### src/sv/ies_pkg.sv
// Shared types and constants of the IR emitter scan and distance block
package ies_pkg;

  localparam int NUM_W      = 24;
  localparam int RAW_W      = 10;
  localparam int SAMPLE_W   = 10;
  localparam int MASK_W     = 4;
  localparam int IDX_W      = 2;
  localparam int DIST_W     = 20;
  localparam int FRAC_SHIFT = 16;
  localparam int CFG_IDX_W  = 1;
  localparam int CFG_DATA_W = 24;

  localparam logic [NUM_W-1:0]  NUM_RESET     = 24'd705606;
  localparam logic [RAW_W-1:0]  MIN_RAW_RESET = 10'd2;
  localparam logic [DIST_W-1:0] Q8_MAX        = '1;

  // Configuration register indexes
  localparam logic [CFG_IDX_W-1:0] CFG_NUMERATOR = 1'b0;
  localparam logic [CFG_IDX_W-1:0] CFG_MIN_RAW   = 1'b1;

  // Request commands
  localparam logic CMD_TICK = 1'b0;
  localparam logic CMD_CONV = 1'b1;

  // Scan phase of the current sensor
  typedef enum logic [2:0] {
    PH_IDLE = 3'b001,
    PH_WAIT = 3'b010,
    PH_READ = 3'b100
  } phase_t;

  // One result request
  typedef struct packed {
    logic [MASK_W-1:0] emitter_mask;
    logic              start_conversion;
    logic              distance_valid;
    logic [IDX_W-1:0]  sensor_index;
    logic [DIST_W-1:0] distance_q8;
    logic              distance_infinite;
  } res_t;

endpackage

### src/sv/ies_chan_if.sv
// Request and result channel interfaces of the IR emitter scan block
interface ies_in_if;
  logic                          valid;
  logic                          ready;
  logic                          cmd;
  logic                          enable;
  logic [ies_pkg::SAMPLE_W-1:0]  sample;

  modport source (output valid, cmd, enable, sample, input ready);
  modport sink   (input valid, cmd, enable, sample, output ready);
endinterface

interface ies_out_if;
  logic                          valid;
  logic                          ready;
  logic [ies_pkg::MASK_W-1:0]    emitter_mask;
  logic                          start_conversion;
  logic                          distance_valid;
  logic [ies_pkg::IDX_W-1:0]     sensor_index;
  logic [ies_pkg::DIST_W-1:0]    distance_q8;
  logic                          distance_infinite;

  modport source (output valid, emitter_mask, start_conversion, distance_valid,
                  sensor_index, distance_q8, distance_infinite, input ready);
  modport sink   (input valid, emitter_mask, start_conversion, distance_valid,
                  sensor_index, distance_q8, distance_infinite, output ready);
endinterface

### src/sv/ies_div.sv
// Restoring divider, one quotient bit per cycle
module ies_div #(
  parameter int DVD_W = 40,
  parameter int DVS_W = 10
) (
  input  logic             clk,
  input  logic             rst_n,
  input  logic             start,
  input  logic [DVD_W-1:0] dividend,
  input  logic [DVS_W-1:0] divisor,
  output logic             done,
  output logic [DVD_W-1:0] quotient
);

  localparam int CNT_W = $clog2(DVD_W + 1);

  logic [DVD_W-1:0] quo_r, quo_nxt;
  logic [DVS_W-1:0] rem_r, rem_nxt;
  logic [DVS_W-1:0] dvs_r;
  logic [CNT_W-1:0] cnt_r, cnt_nxt;
  logic             busy_r, busy_nxt;
  logic             done_r, done_nxt;
  logic [DVS_W:0]   shifted;
  logic [DVS_W:0]   diff;

  // Bring down the next dividend bit and try the subtract
  assign shifted = {rem_r, quo_r[DVD_W-1]};
  assign diff    = shifted - {1'b0, dvs_r};

  always_comb begin
    quo_nxt  = quo_r;
    rem_nxt  = rem_r;
    cnt_nxt  = cnt_r;
    busy_nxt = busy_r;
    done_nxt = done_r;
    if (start) begin
      quo_nxt  = dividend;
      rem_nxt  = '0;
      cnt_nxt  = CNT_W'(DVD_W);
      busy_nxt = 1'b1;
      done_nxt = 1'b0;
    end else if (busy_r) begin
      if (shifted >= {1'b0, dvs_r}) begin
        rem_nxt = diff[DVS_W-1:0];
        quo_nxt = {quo_r[DVD_W-2:0], 1'b1};
      end else begin
        rem_nxt = shifted[DVS_W-1:0];
        quo_nxt = {quo_r[DVD_W-2:0], 1'b0};
      end
      cnt_nxt = cnt_r - CNT_W'(1);
      if (cnt_r == CNT_W'(1)) begin
        busy_nxt = 1'b0;
        done_nxt = 1'b1;
      end
    end
  end

  always_ff @(posedge clk) begin
    if (!rst_n) begin
      busy_r <= 1'b0;
      done_r <= 1'b0;
      cnt_r  <= '0;
    end else begin
      busy_r <= busy_nxt;
      done_r <= done_nxt;
      cnt_r  <= cnt_nxt;
    end
  end

  // Hold the operands and partial results
  always_ff @(posedge clk) begin
    quo_r <= quo_nxt;
    rem_r <= rem_nxt;
    if (start) begin
      dvs_r <= divisor;
    end
  end

  assign done     = done_r;
  assign quotient = quo_r;

endmodule

### src/sv/ies_sqrt.sv
// Integer square root, one root bit per cycle
module ies_sqrt #(
  parameter int RAD_W = 40
) (
  input  logic               clk,
  input  logic               rst_n,
  input  logic               start,
  input  logic [RAD_W-1:0]   radicand,
  output logic               done,
  output logic [RAD_W/2-1:0] root
);

  localparam int R_W   = RAD_W / 2;
  localparam int CNT_W = $clog2(R_W + 1);

  logic [RAD_W-1:0] rad_r, rad_nxt;
  logic [R_W-1:0]   root_r, root_nxt;
  logic [R_W:0]     rem_r, rem_nxt;
  logic [CNT_W-1:0] cnt_r, cnt_nxt;
  logic             busy_r, busy_nxt;
  logic             done_r, done_nxt;
  logic [R_W+2:0]   rem_sh;
  logic [R_W+2:0]   trial;
  logic [R_W+2:0]   diff;

  // Bring in the next two radicand bits and try 4*root+1
  assign rem_sh = {rem_r, rad_r[RAD_W-1:RAD_W-2]};
  assign trial  = {1'b0, root_r, 2'b01};
  assign diff   = rem_sh - trial;

  always_comb begin
    rad_nxt  = rad_r;
    root_nxt = root_r;
    rem_nxt  = rem_r;
    cnt_nxt  = cnt_r;
    busy_nxt = busy_r;
    done_nxt = done_r;
    if (start) begin
      rad_nxt  = radicand;
      root_nxt = '0;
      rem_nxt  = '0;
      cnt_nxt  = CNT_W'(R_W);
      busy_nxt = 1'b1;
      done_nxt = 1'b0;
    end else if (busy_r) begin
      rad_nxt = {rad_r[RAD_W-3:0], 2'b00};
      if (rem_sh >= trial) begin
        rem_nxt  = diff[R_W:0];
        root_nxt = {root_r[R_W-2:0], 1'b1};
      end else begin
        rem_nxt  = rem_sh[R_W:0];
        root_nxt = {root_r[R_W-2:0], 1'b0};
      end
      cnt_nxt = cnt_r - CNT_W'(1);
      if (cnt_r == CNT_W'(1)) begin
        busy_nxt = 1'b0;
        done_nxt = 1'b1;
      end
    end
  end

  always_ff @(posedge clk) begin
    if (!rst_n) begin
      busy_r <= 1'b0;
      done_r <= 1'b0;
      cnt_r  <= '0;
    end else begin
      busy_r <= busy_nxt;
      done_r <= done_nxt;
      cnt_r  <= cnt_nxt;
    end
  end

  // Hold the partial root and remainder
  always_ff @(posedge clk) begin
    rad_r  <= rad_nxt;
    root_r <= root_nxt;
    rem_r  <= rem_nxt;
  end

  assign done = done_r;
  assign root = root_r;

endmodule

### src/sv/ir_emitter_scan_distance_top.sv
// Top level: scan sequencer, configuration registers and result register
// Results: a tick or conversion request gives its result in the cycle after acceptance,
// except a completed finite reading, which first runs through 40 divider
// steps (one quotient bit each) and then 20 square-root steps (one root bit each).
// Flow: one request at a time; a new one is taken when idle with the result register free.
// Reset (rst_n, synchronous): phase idle, sensor 0, no sample pending, registers at defaults.
module ir_emitter_scan_distance_top #(
  parameter int SENSOR_COUNT = 4,
  parameter int SAMPLE_BITS  = 10
) (
  input  logic                            clk,
  input  logic                            rst_n,
  ies_in_if.sink                          in_ch,
  ies_out_if.source                       out_ch,
  input  logic                            cfg_we,
  input  logic [ies_pkg::CFG_IDX_W-1:0]   cfg_index,
  input  logic [ies_pkg::CFG_DATA_W-1:0]  cfg_wdata
);

  localparam int DVD_W = ies_pkg::NUM_W + ies_pkg::FRAC_SHIFT;
  localparam int CMP_W = (SAMPLE_BITS > ies_pkg::RAW_W) ? SAMPLE_BITS : ies_pkg::RAW_W;

  typedef enum logic [2:0] {
    ST_IDLE = 3'b001,
    ST_DIV  = 3'b010,
    ST_SQRT = 3'b100
  } seq_t;

  seq_t                          st_r, st_nxt;
  ies_pkg::phase_t               ph_r, ph_nxt;
  logic [ies_pkg::IDX_W-1:0]     cur_r, cur_nxt;
  logic                          rdy_r, rdy_nxt;
  logic [SAMPLE_BITS-1:0]        lat_r, lat_nxt;
  logic [ies_pkg::IDX_W-1:0]     pidx_r, pidx_nxt;
  logic [ies_pkg::NUM_W-1:0]     num_r;
  logic [ies_pkg::RAW_W-1:0]     min_raw_r;
  ies_pkg::res_t                 res_r, res_nxt;
  logic                          out_valid_r, out_valid_nxt;

  logic                          in_acc;
  logic                          out_free;
  logic                          div_start;
  logic                          div_done;
  logic [DVD_W-1:0]              quo;
  logic                          sq_start;
  logic                          sq_done;
  logic [ies_pkg::DIST_W-1:0]    root;
  logic                          is_inf;
  logic [ies_pkg::IDX_W:0]       cur_inc;

  assign in_acc   = in_ch.valid && in_ch.ready;
  assign out_free = !out_valid_r || out_ch.ready;
  assign in_ch.ready = (st_r == ST_IDLE) && out_free;

  // Zero or too small samples give an infinite distance
  assign is_inf  = (lat_r == '0) || (CMP_W'(lat_r) < CMP_W'(min_raw_r));
  assign cur_inc = {1'b0, cur_r} + (ies_pkg::IDX_W + 1)'(1);

  // Shared iterative units
  ies_div #(.DVD_W(DVD_W), .DVS_W(SAMPLE_BITS)) u_div (
    .clk      (clk),
    .rst_n    (rst_n),
    .start    (div_start),
    .dividend ({num_r, {ies_pkg::FRAC_SHIFT{1'b0}}}),
    .divisor  (lat_r),
    .done     (div_done),
    .quotient (quo)
  );

  ies_sqrt #(.RAD_W(DVD_W)) u_sqrt (
    .clk      (clk),
    .rst_n    (rst_n),
    .start    (sq_start),
    .radicand (quo),
    .done     (sq_done),
    .root     (root)
  );

  // Sequencer: scan phases, then divide and root for a finite reading
  always_comb begin
    st_nxt        = st_r;
    ph_nxt        = ph_r;
    cur_nxt       = cur_r;
    rdy_nxt       = rdy_r;
    lat_nxt       = lat_r;
    pidx_nxt      = pidx_r;
    res_nxt       = res_r;
    out_valid_nxt = out_valid_r;
    div_start     = 1'b0;
    sq_start      = 1'b0;
    if (out_valid_r && out_ch.ready) begin
      out_valid_nxt = 1'b0;
    end
    case (st_r)
      ST_IDLE: begin
        if (in_acc) begin
          res_nxt = '0;
          if (in_ch.cmd == ies_pkg::CMD_CONV) begin
            lat_nxt = SAMPLE_BITS'(in_ch.sample);
            rdy_nxt = 1'b1;
          end else if (!in_ch.enable) begin
            ph_nxt = ies_pkg::PH_IDLE;
          end else begin
            case (ph_r)
              ies_pkg::PH_READ: begin
                if (rdy_r) begin
                  rdy_nxt = 1'b0;
                  ph_nxt  = ies_pkg::PH_IDLE;
                  cur_nxt = (cur_inc >= (ies_pkg::IDX_W + 1)'(SENSOR_COUNT)) ?
                            '0 : cur_inc[ies_pkg::IDX_W-1:0];
                  res_nxt.distance_valid = 1'b1;
                  res_nxt.sensor_index   = cur_r;
                  if (is_inf) begin
                    res_nxt.distance_infinite = 1'b1;
                    res_nxt.distance_q8       = ies_pkg::Q8_MAX;
                  end
                end
              end
              ies_pkg::PH_WAIT: begin
                res_nxt.start_conversion = 1'b1;
                ph_nxt = ies_pkg::PH_READ;
              end
              default: begin
                ph_nxt = ies_pkg::PH_WAIT;
              end
            endcase
          end
          if (ph_nxt == ies_pkg::PH_WAIT || ph_nxt == ies_pkg::PH_READ) begin
            res_nxt.emitter_mask = ies_pkg::MASK_W'(1) << cur_nxt;
          end
          if (in_ch.cmd == ies_pkg::CMD_TICK && in_ch.enable &&
              ph_r == ies_pkg::PH_READ && rdy_r && !is_inf) begin
            // Finite reading: hand over to the divider
            div_start = 1'b1;
            pidx_nxt  = cur_r;
            st_nxt    = ST_DIV;
          end else begin
            out_valid_nxt = 1'b1;
          end
        end
      end
      ST_DIV: begin
        if (div_done) begin
          sq_start = 1'b1;
          st_nxt   = ST_SQRT;
        end
      end
      ST_SQRT: begin
        if (sq_done && out_free) begin
          res_nxt                   = '0;
          res_nxt.distance_valid    = 1'b1;
          res_nxt.sensor_index      = pidx_r;
          res_nxt.distance_q8       = root;
          out_valid_nxt             = 1'b1;
          st_nxt                    = ST_IDLE;
        end
      end
      default: begin
        st_nxt = ST_IDLE;
      end
    endcase
  end

  // Control state
  always_ff @(posedge clk) begin
    if (!rst_n) begin
      st_r        <= ST_IDLE;
      ph_r        <= ies_pkg::PH_IDLE;
      cur_r       <= '0;
      rdy_r       <= 1'b0;
      lat_r       <= '0;
      out_valid_r <= 1'b0;
    end else begin
      st_r        <= st_nxt;
      ph_r        <= ph_nxt;
      cur_r       <= cur_nxt;
      rdy_r       <= rdy_nxt;
      lat_r       <= lat_nxt;
      out_valid_r <= out_valid_nxt;
    end
  end

  // Result payload
  always_ff @(posedge clk) begin
    res_r  <= res_nxt;
    pidx_r <= pidx_nxt;
  end

  // Configuration registers
  always_ff @(posedge clk) begin
    if (!rst_n) begin
      num_r     <= ies_pkg::NUM_RESET;
      min_raw_r <= ies_pkg::MIN_RAW_RESET;
    end else if (cfg_we) begin
      case (cfg_index)
        ies_pkg::CFG_NUMERATOR: num_r     <= cfg_wdata[ies_pkg::NUM_W-1:0];
        ies_pkg::CFG_MIN_RAW:   min_raw_r <= cfg_wdata[ies_pkg::RAW_W-1:0];
        default: ;
      endcase
    end
  end

  assign out_ch.valid             = out_valid_r;
  assign out_ch.emitter_mask      = res_r.emitter_mask;
  assign out_ch.start_conversion  = res_r.start_conversion;
  assign out_ch.distance_valid    = res_r.distance_valid;
  assign out_ch.sensor_index      = res_r.sensor_index;
  assign out_ch.distance_q8       = res_r.distance_q8;
  assign out_ch.distance_infinite = res_r.distance_infinite;

`ifndef SYNTHESIS
  a_seq_onehot: assert property (@(posedge clk) disable iff (!rst_n) $onehot(st_r))
    else $error("sequencer state not one-hot");

  a_disable_off: assert property (@(posedge clk) disable iff (!rst_n)
    in_acc && in_ch.cmd == ies_pkg::CMD_TICK && !in_ch.enable
    |=> out_ch.valid && out_ch.emitter_mask == '0)
    else $error("disable tick left an emitter on");

  a_no_dist: assert property (@(posedge clk) disable iff (!rst_n)
    out_ch.valid && !out_ch.distance_valid
    |-> out_ch.distance_q8 == '0 && !out_ch.distance_infinite)
    else $error("distance fields set without a reading");

  a_busy_block: assert property (@(posedge clk) disable iff (!rst_n)
    div_start |=> !in_ch.ready && st_r == ST_DIV)
    else $error("request taken while dividing");
`endif

endmodule
### src/flat_wrapper.sv
// flat-port wrapper written by rule: the top's interface ports become plain ports
module ir_emitter_scan_distance_top_flat 
#(
  parameter int SENSOR_COUNT = 4,
  parameter int SAMPLE_BITS  = 10
)
  (clk, rst_n, cfg_we, cfg_index, cfg_wdata, in_ch_valid, in_ch_cmd, in_ch_enable, in_ch_sample, in_ch_ready, out_ch_valid, out_ch_emitter_mask, out_ch_start_conversion, out_ch_distance_valid, out_ch_sensor_index, out_ch_distance_q8, out_ch_distance_infinite, out_ch_ready);
  ies_in_if in_ch_i ();
  ies_out_if out_ch_i ();
  input  logic clk;
  input  logic rst_n;
  input  logic cfg_we;
  input  logic [ies_pkg::CFG_IDX_W-1:0] cfg_index;
  input  logic [ies_pkg::CFG_DATA_W-1:0] cfg_wdata;
  input wire logic [$bits(in_ch_i.valid)-1:0] in_ch_valid;
  input wire logic [$bits(in_ch_i.cmd)-1:0] in_ch_cmd;
  input wire logic [$bits(in_ch_i.enable)-1:0] in_ch_enable;
  input wire logic [$bits(in_ch_i.sample)-1:0] in_ch_sample;
  output wire logic [$bits(in_ch_i.ready)-1:0] in_ch_ready;
  output wire logic [$bits(out_ch_i.valid)-1:0] out_ch_valid;
  output wire logic [$bits(out_ch_i.emitter_mask)-1:0] out_ch_emitter_mask;
  output wire logic [$bits(out_ch_i.start_conversion)-1:0] out_ch_start_conversion;
  output wire logic [$bits(out_ch_i.distance_valid)-1:0] out_ch_distance_valid;
  output wire logic [$bits(out_ch_i.sensor_index)-1:0] out_ch_sensor_index;
  output wire logic [$bits(out_ch_i.distance_q8)-1:0] out_ch_distance_q8;
  output wire logic [$bits(out_ch_i.distance_infinite)-1:0] out_ch_distance_infinite;
  input wire logic [$bits(out_ch_i.ready)-1:0] out_ch_ready;
  assign in_ch_i.valid = in_ch_valid;
  assign in_ch_i.cmd = in_ch_cmd;
  assign in_ch_i.enable = in_ch_enable;
  assign in_ch_i.sample = in_ch_sample;
  assign in_ch_ready = in_ch_i.ready;
  assign out_ch_valid = out_ch_i.valid;
  assign out_ch_emitter_mask = out_ch_i.emitter_mask;
  assign out_ch_start_conversion = out_ch_i.start_conversion;
  assign out_ch_distance_valid = out_ch_i.distance_valid;
  assign out_ch_sensor_index = out_ch_i.sensor_index;
  assign out_ch_distance_q8 = out_ch_i.distance_q8;
  assign out_ch_distance_infinite = out_ch_i.distance_infinite;
  assign out_ch_i.ready = out_ch_ready;
  ir_emitter_scan_distance_top #(.SENSOR_COUNT(SENSOR_COUNT), .SAMPLE_BITS(SAMPLE_BITS)) u_core (.clk(clk), .rst_n(rst_n), .in_ch(in_ch_i), .out_ch(out_ch_i), .cfg_we(cfg_we), .cfg_index(cfg_index), .cfg_wdata(cfg_wdata));
endmodule
### config.mk
export PLATFORM = sky130hd
export DESIGN_NAME = ir_emitter_scan_distance_top_flat
export DESIGN_NICKNAME = d
export VERILOG_FILES = /design/src/sv/ies_pkg.sv /design/src/sv/ies_chan_if.sv /design/src/sv/ies_div.sv /design/src/sv/ies_sqrt.sv /design/src/sv/ir_emitter_scan_distance_top.sv /design/src/flat_wrapper.sv
export SDC_FILE = /design/constraint.sdc
export NUM_CORES = 1
export LEC_CHECK = 0
export BUFFER_PORTS_ARGS = -buffer_cell sky130_fd_sc_hd__clkbuf_2
export CELL_PAD_IN_SITES_DETAIL_PLACEMENT = 1
export CELL_PAD_IN_SITES_GLOBAL_PLACEMENT = 2
export CORE_MARGIN = 3
export CORE_UTILIZATION = 42
export DETAILED_ROUTE_END_ITERATION = 8
export PLACE_DENSITY = 0.94
export SLEW_MARGIN = 20
export SYNTH_ARGS = -nofsm -noshare
export SYNTH_HDL_FRONTEND = slang
export SYNTH_SLANG_ARGS = --single-unit
### constraint.sdc
create_clock -name clk -period 3.9 [get_ports clk]
set_input_delay 0.975 -clock clk [delete_from_list [all_inputs] [get_ports clk]]
set_output_delay 0.975 -clock clk [all_outputs]
set_load 0.01 [all_outputs]
==> flow_summary.yaml <==
layout:
  areaGrowthSynthToFinish_pct: 13.3
  fillers: 3097
  design_area_um2: 13300
  insertedDiodeCount: 0
  fin_nets: 1354
  drive_gt1_share_pct: 11.7
  multiInputGateArea_um2: 5280
  final_core_util_pct: 48.8
  seq_area_um2: 5880
synth:
  netlist_instances: 1215
  syn_area_per_cell_um2: 9.63
  ys_seq_elements: 241
  synth_cell_types: 65
  synth_seq_area_share_pct: 50.2
  synth_async_sr_flop_share_pct: 0
  syn-num-nets: 1304
  ys_warn_count: 0
  synth_area_um2: 11700
  synth_ff_type: "dfxtp_1"
  synth_edf_count: 105
timing:
  finalSetupViolations: 0
  tightest_slew_ps: 1030
  maxSlewViolCount: 0
  fin_ws_ps: 1140
  fin_skew_ps: 11.1
  tns_ps: 0
  hold_slack_ps: 463
  rsz0062_at_grt: "false"
  timing.fmax_mhz: 362
  finalHoldViolations: 0
  finalCritPeriodShare_pct: 70.8
  maxSlewHeadroom_pct: 31.2
  fin_crit_ps: 2760
drt:
  drt-total-wl_um: 26200
  drc_errors: 0
  dr.first_iter.drc_count: 395
  vias: 8667
  vias_per_cell: 5.23
  ant_nets: 0
  dr.pass1.iters: 4
  drt-wirelength-per-cell_um: 15.8
worst_setup_path:
  ff2ff_setup_slack_ps: 1140
  cp_max_fo: 7
  slowest_stage: "a2111oi_0"
  worstPathRequired_ps: 4310
  crit_type: "register to register"
  startpoint_type: "register"
  critPathMaxStageDelay_ps: 500
  crit_buf_inv: 1
  crit_family: "compound AO/OA/AOI/OAI gates"
  cp.arrival_ps: 3170
  crit_path_end_kind: "register"
  path_cells: "inv_1, ha_1, a2111oi_0, nor3_1, and2_4, a41oi_1, o211ai_1, xor2_1, mux2i_1, a21oi_1"
place:
  place.gp.congestion: 0.809
  hpwl_um: 18100
  dpl_cell_area_um2: 12400
  dp_slack_ps: 595
  io_buffer_count: 72
clocking:
  cts_setup_buffers: 0
  tritoncts: "done"
  cts_buffers: 27
  clock-root-buffer: "clkbuf_16"
  h-tree-depth: 1
  worstSkewPairLatency_ps: 550
  clk_pin_slew_ps: 60
  cts_hold_buf: 0
  clock_sinks: 241
  clock_path_buffers: 3
  cts_resized: 0
power:
  power_frac_seq_pct: 49.8
  power.switching_w: 0.00117
  p_comb_share_pct: 3.4
  vdd_drop_max_mv: 0.343
  clkPwrFrac_pct: 46.8
  p_per_area_nw_per_um2: 405
  internal_power_w: 0.00421
  p_leak_nw: 5.58
  p_sw_share_pct: 21.7
global_routing:
  grt_max_degree: 71
  grt_pass1_vias: 9003
  grtUsageTotal_pct: 17.4
  grt_pass1_wl_um: 44700
  grt_antenna_before_repair: 0
  grt_overflow: 0
die:
  die_w_um: 173
  rows: 60
  pin_count: 73
  die_y_um: 173
  coreArea_um2: 27200
  initial_utilization_pct: 43.1
  die_area_um2: 29900
hold_path:
  hold_path.class: "register to register"
flow_run:
  drv_cap: 0
outcome:
  status: "complete, no violations"
==> Yosys cell counts, drive strengths merged, types with 5 or more instances <==
master,count,area [um2]
nor3b,5,37.5
xor2,11,96.3
dfxtp,136,2720
nand2,229,860
nor4,5,31.3
o211ai,11,82.6
buf,18,97.6
a21o,30,225
edfxtp,105,3150
mux2i,95,951
nor2,100,378
nor3,17,90.1
and2,7,46.3
inv,80,300
ha,46,576
xnor2,19,166
clkbuf,46,173
o21a,6,45.0
o21ai,37,185
o22ai,6,37.5
a211oi,20,165
nor2b,19,119
nand2b,10,62.6
nand3,16,80.1
a21boi,32,251
a21oi,53,265
a2111oi,5,68.8
nand4,5,31.3
==> metrics by stage <==
stage / total power (W) / cells
5_1_grt: 0.00556 / 1658
3_3_place_gp: 0.00291 / 1608
2_1_floorplan: 0.00284 / 1215
4_1_cts: 0.00544 / 1658
3_5_place_dp: 0.00292 / 1608
6_report: 0.00537 / 1658
==> routing by layer <==
layer | vias to the layer above | routed length, um | GRT usage, %
met1 | 4219 | 11800 | 22.1
met5 | - | 0 | 0
met2 | 119 | 13000 | 31.3
met3 | 41 | 803 | 2.26
li1 | 4288 | - | -
met4 | 0 | 582 | 4.12
==> cell families (layout without fill, tap and decap cells) <==
logic type	Yosys count	count (layout)	synth area share, %
xor gates and xnor gates	30	30	2.25
and+or+nand+nor	429	429	15.8
buffers and inverters	144	215	4.88
DFF	241	241	50.2
adders and majority gates	47	47	5.09
muxes	96	96	8.22
AOI/OAI and AO/OA	228	228	13.5
==> sequential cells by signal, summed over array words and instances, names as in the netlist, 10 cells and up <==
name and count:
u_core.u_sqrt.root 20, u_core.u_div.rem_r 10, u_core.u_sqrt.rem_r 21, u_core.min_raw_r 10, u_core.u_div.quotient 40, u_core.u_sqrt.rad_r 40
u_core.out_ch.distance_q8 20, u_core.lat_r 10, u_core.num_r 24, u_core.u_div.dvs_r 10
==> path summary, 6_finish.rpt <==
kind                    startpoint                 endpoint  cells after the start
max          u_core.u_sqrt.root[4]  u_core.u_sqrt.rem_r[17]                     10
min                u_core.num_r[8]          u_core.num_r[8]                      2
max reg2reg  u_core.u_sqrt.root[4]  u_core.u_sqrt.rem_r[17]                     10
min reg2reg        u_core.num_r[8]          u_core.num_r[8]                      2
==> area by class of cell <==
type                       count  share of cell area (%)
sequential                   241                    44.3
timing repair buffer          85                    3.45
tap                          372                    3.51
clock buffer                  35                    5.56
inverter                      80                    2.27
multi-input combinational    830                    39.8
clock inverter                15                    1.07
==> power by group through the flow <==
stage               combinational [W]  clock (W)  sequential (W)
global route                 0.000206    0.00267         0.00268
finish                       0.000182    0.00251         0.00268
floorplan                    0.000104          0         0.00273
detailed placement           0.000183          0         0.00273
global placement             0.000178          0         0.00273
CTS                          0.000186    0.00257         0.00268
==> cells in the final DEF, fill, tap and decap left out, types with 13 or more instances in the layout <==
cell / netlist / routed
dfxtp_1: 136 / 134
clkbuf_16: 0 / 28
a21oi_1: 53 / 53
clkbuf_2: 0 / 72
nand3_1: 16 / 16
xnor2_1: 19 / 19
nor3_1: 16 / 16
a21boi_0: 31 / 31
nand2_1: 229 / 229
a211oi_1: 17 / 17
a21o_1: 30 / 30
nor2_1: 99 / 98
nor2b_1: 19 / 18
o21ai_0: 28 / 28
buf_4: 3 / 13
inv_1: 80 / 80
mux2i_1: 95 / 95
ha_1: 46 / 46
edfxtp_1: 105 / 105
==> tightest hold or removal path: stages (launching register included) <==
cell and delay, ps:
dfxtp_1 310, nand2_1 50, a21boi_0 60
Note: power is estimated with default switching activity, not from simulation.
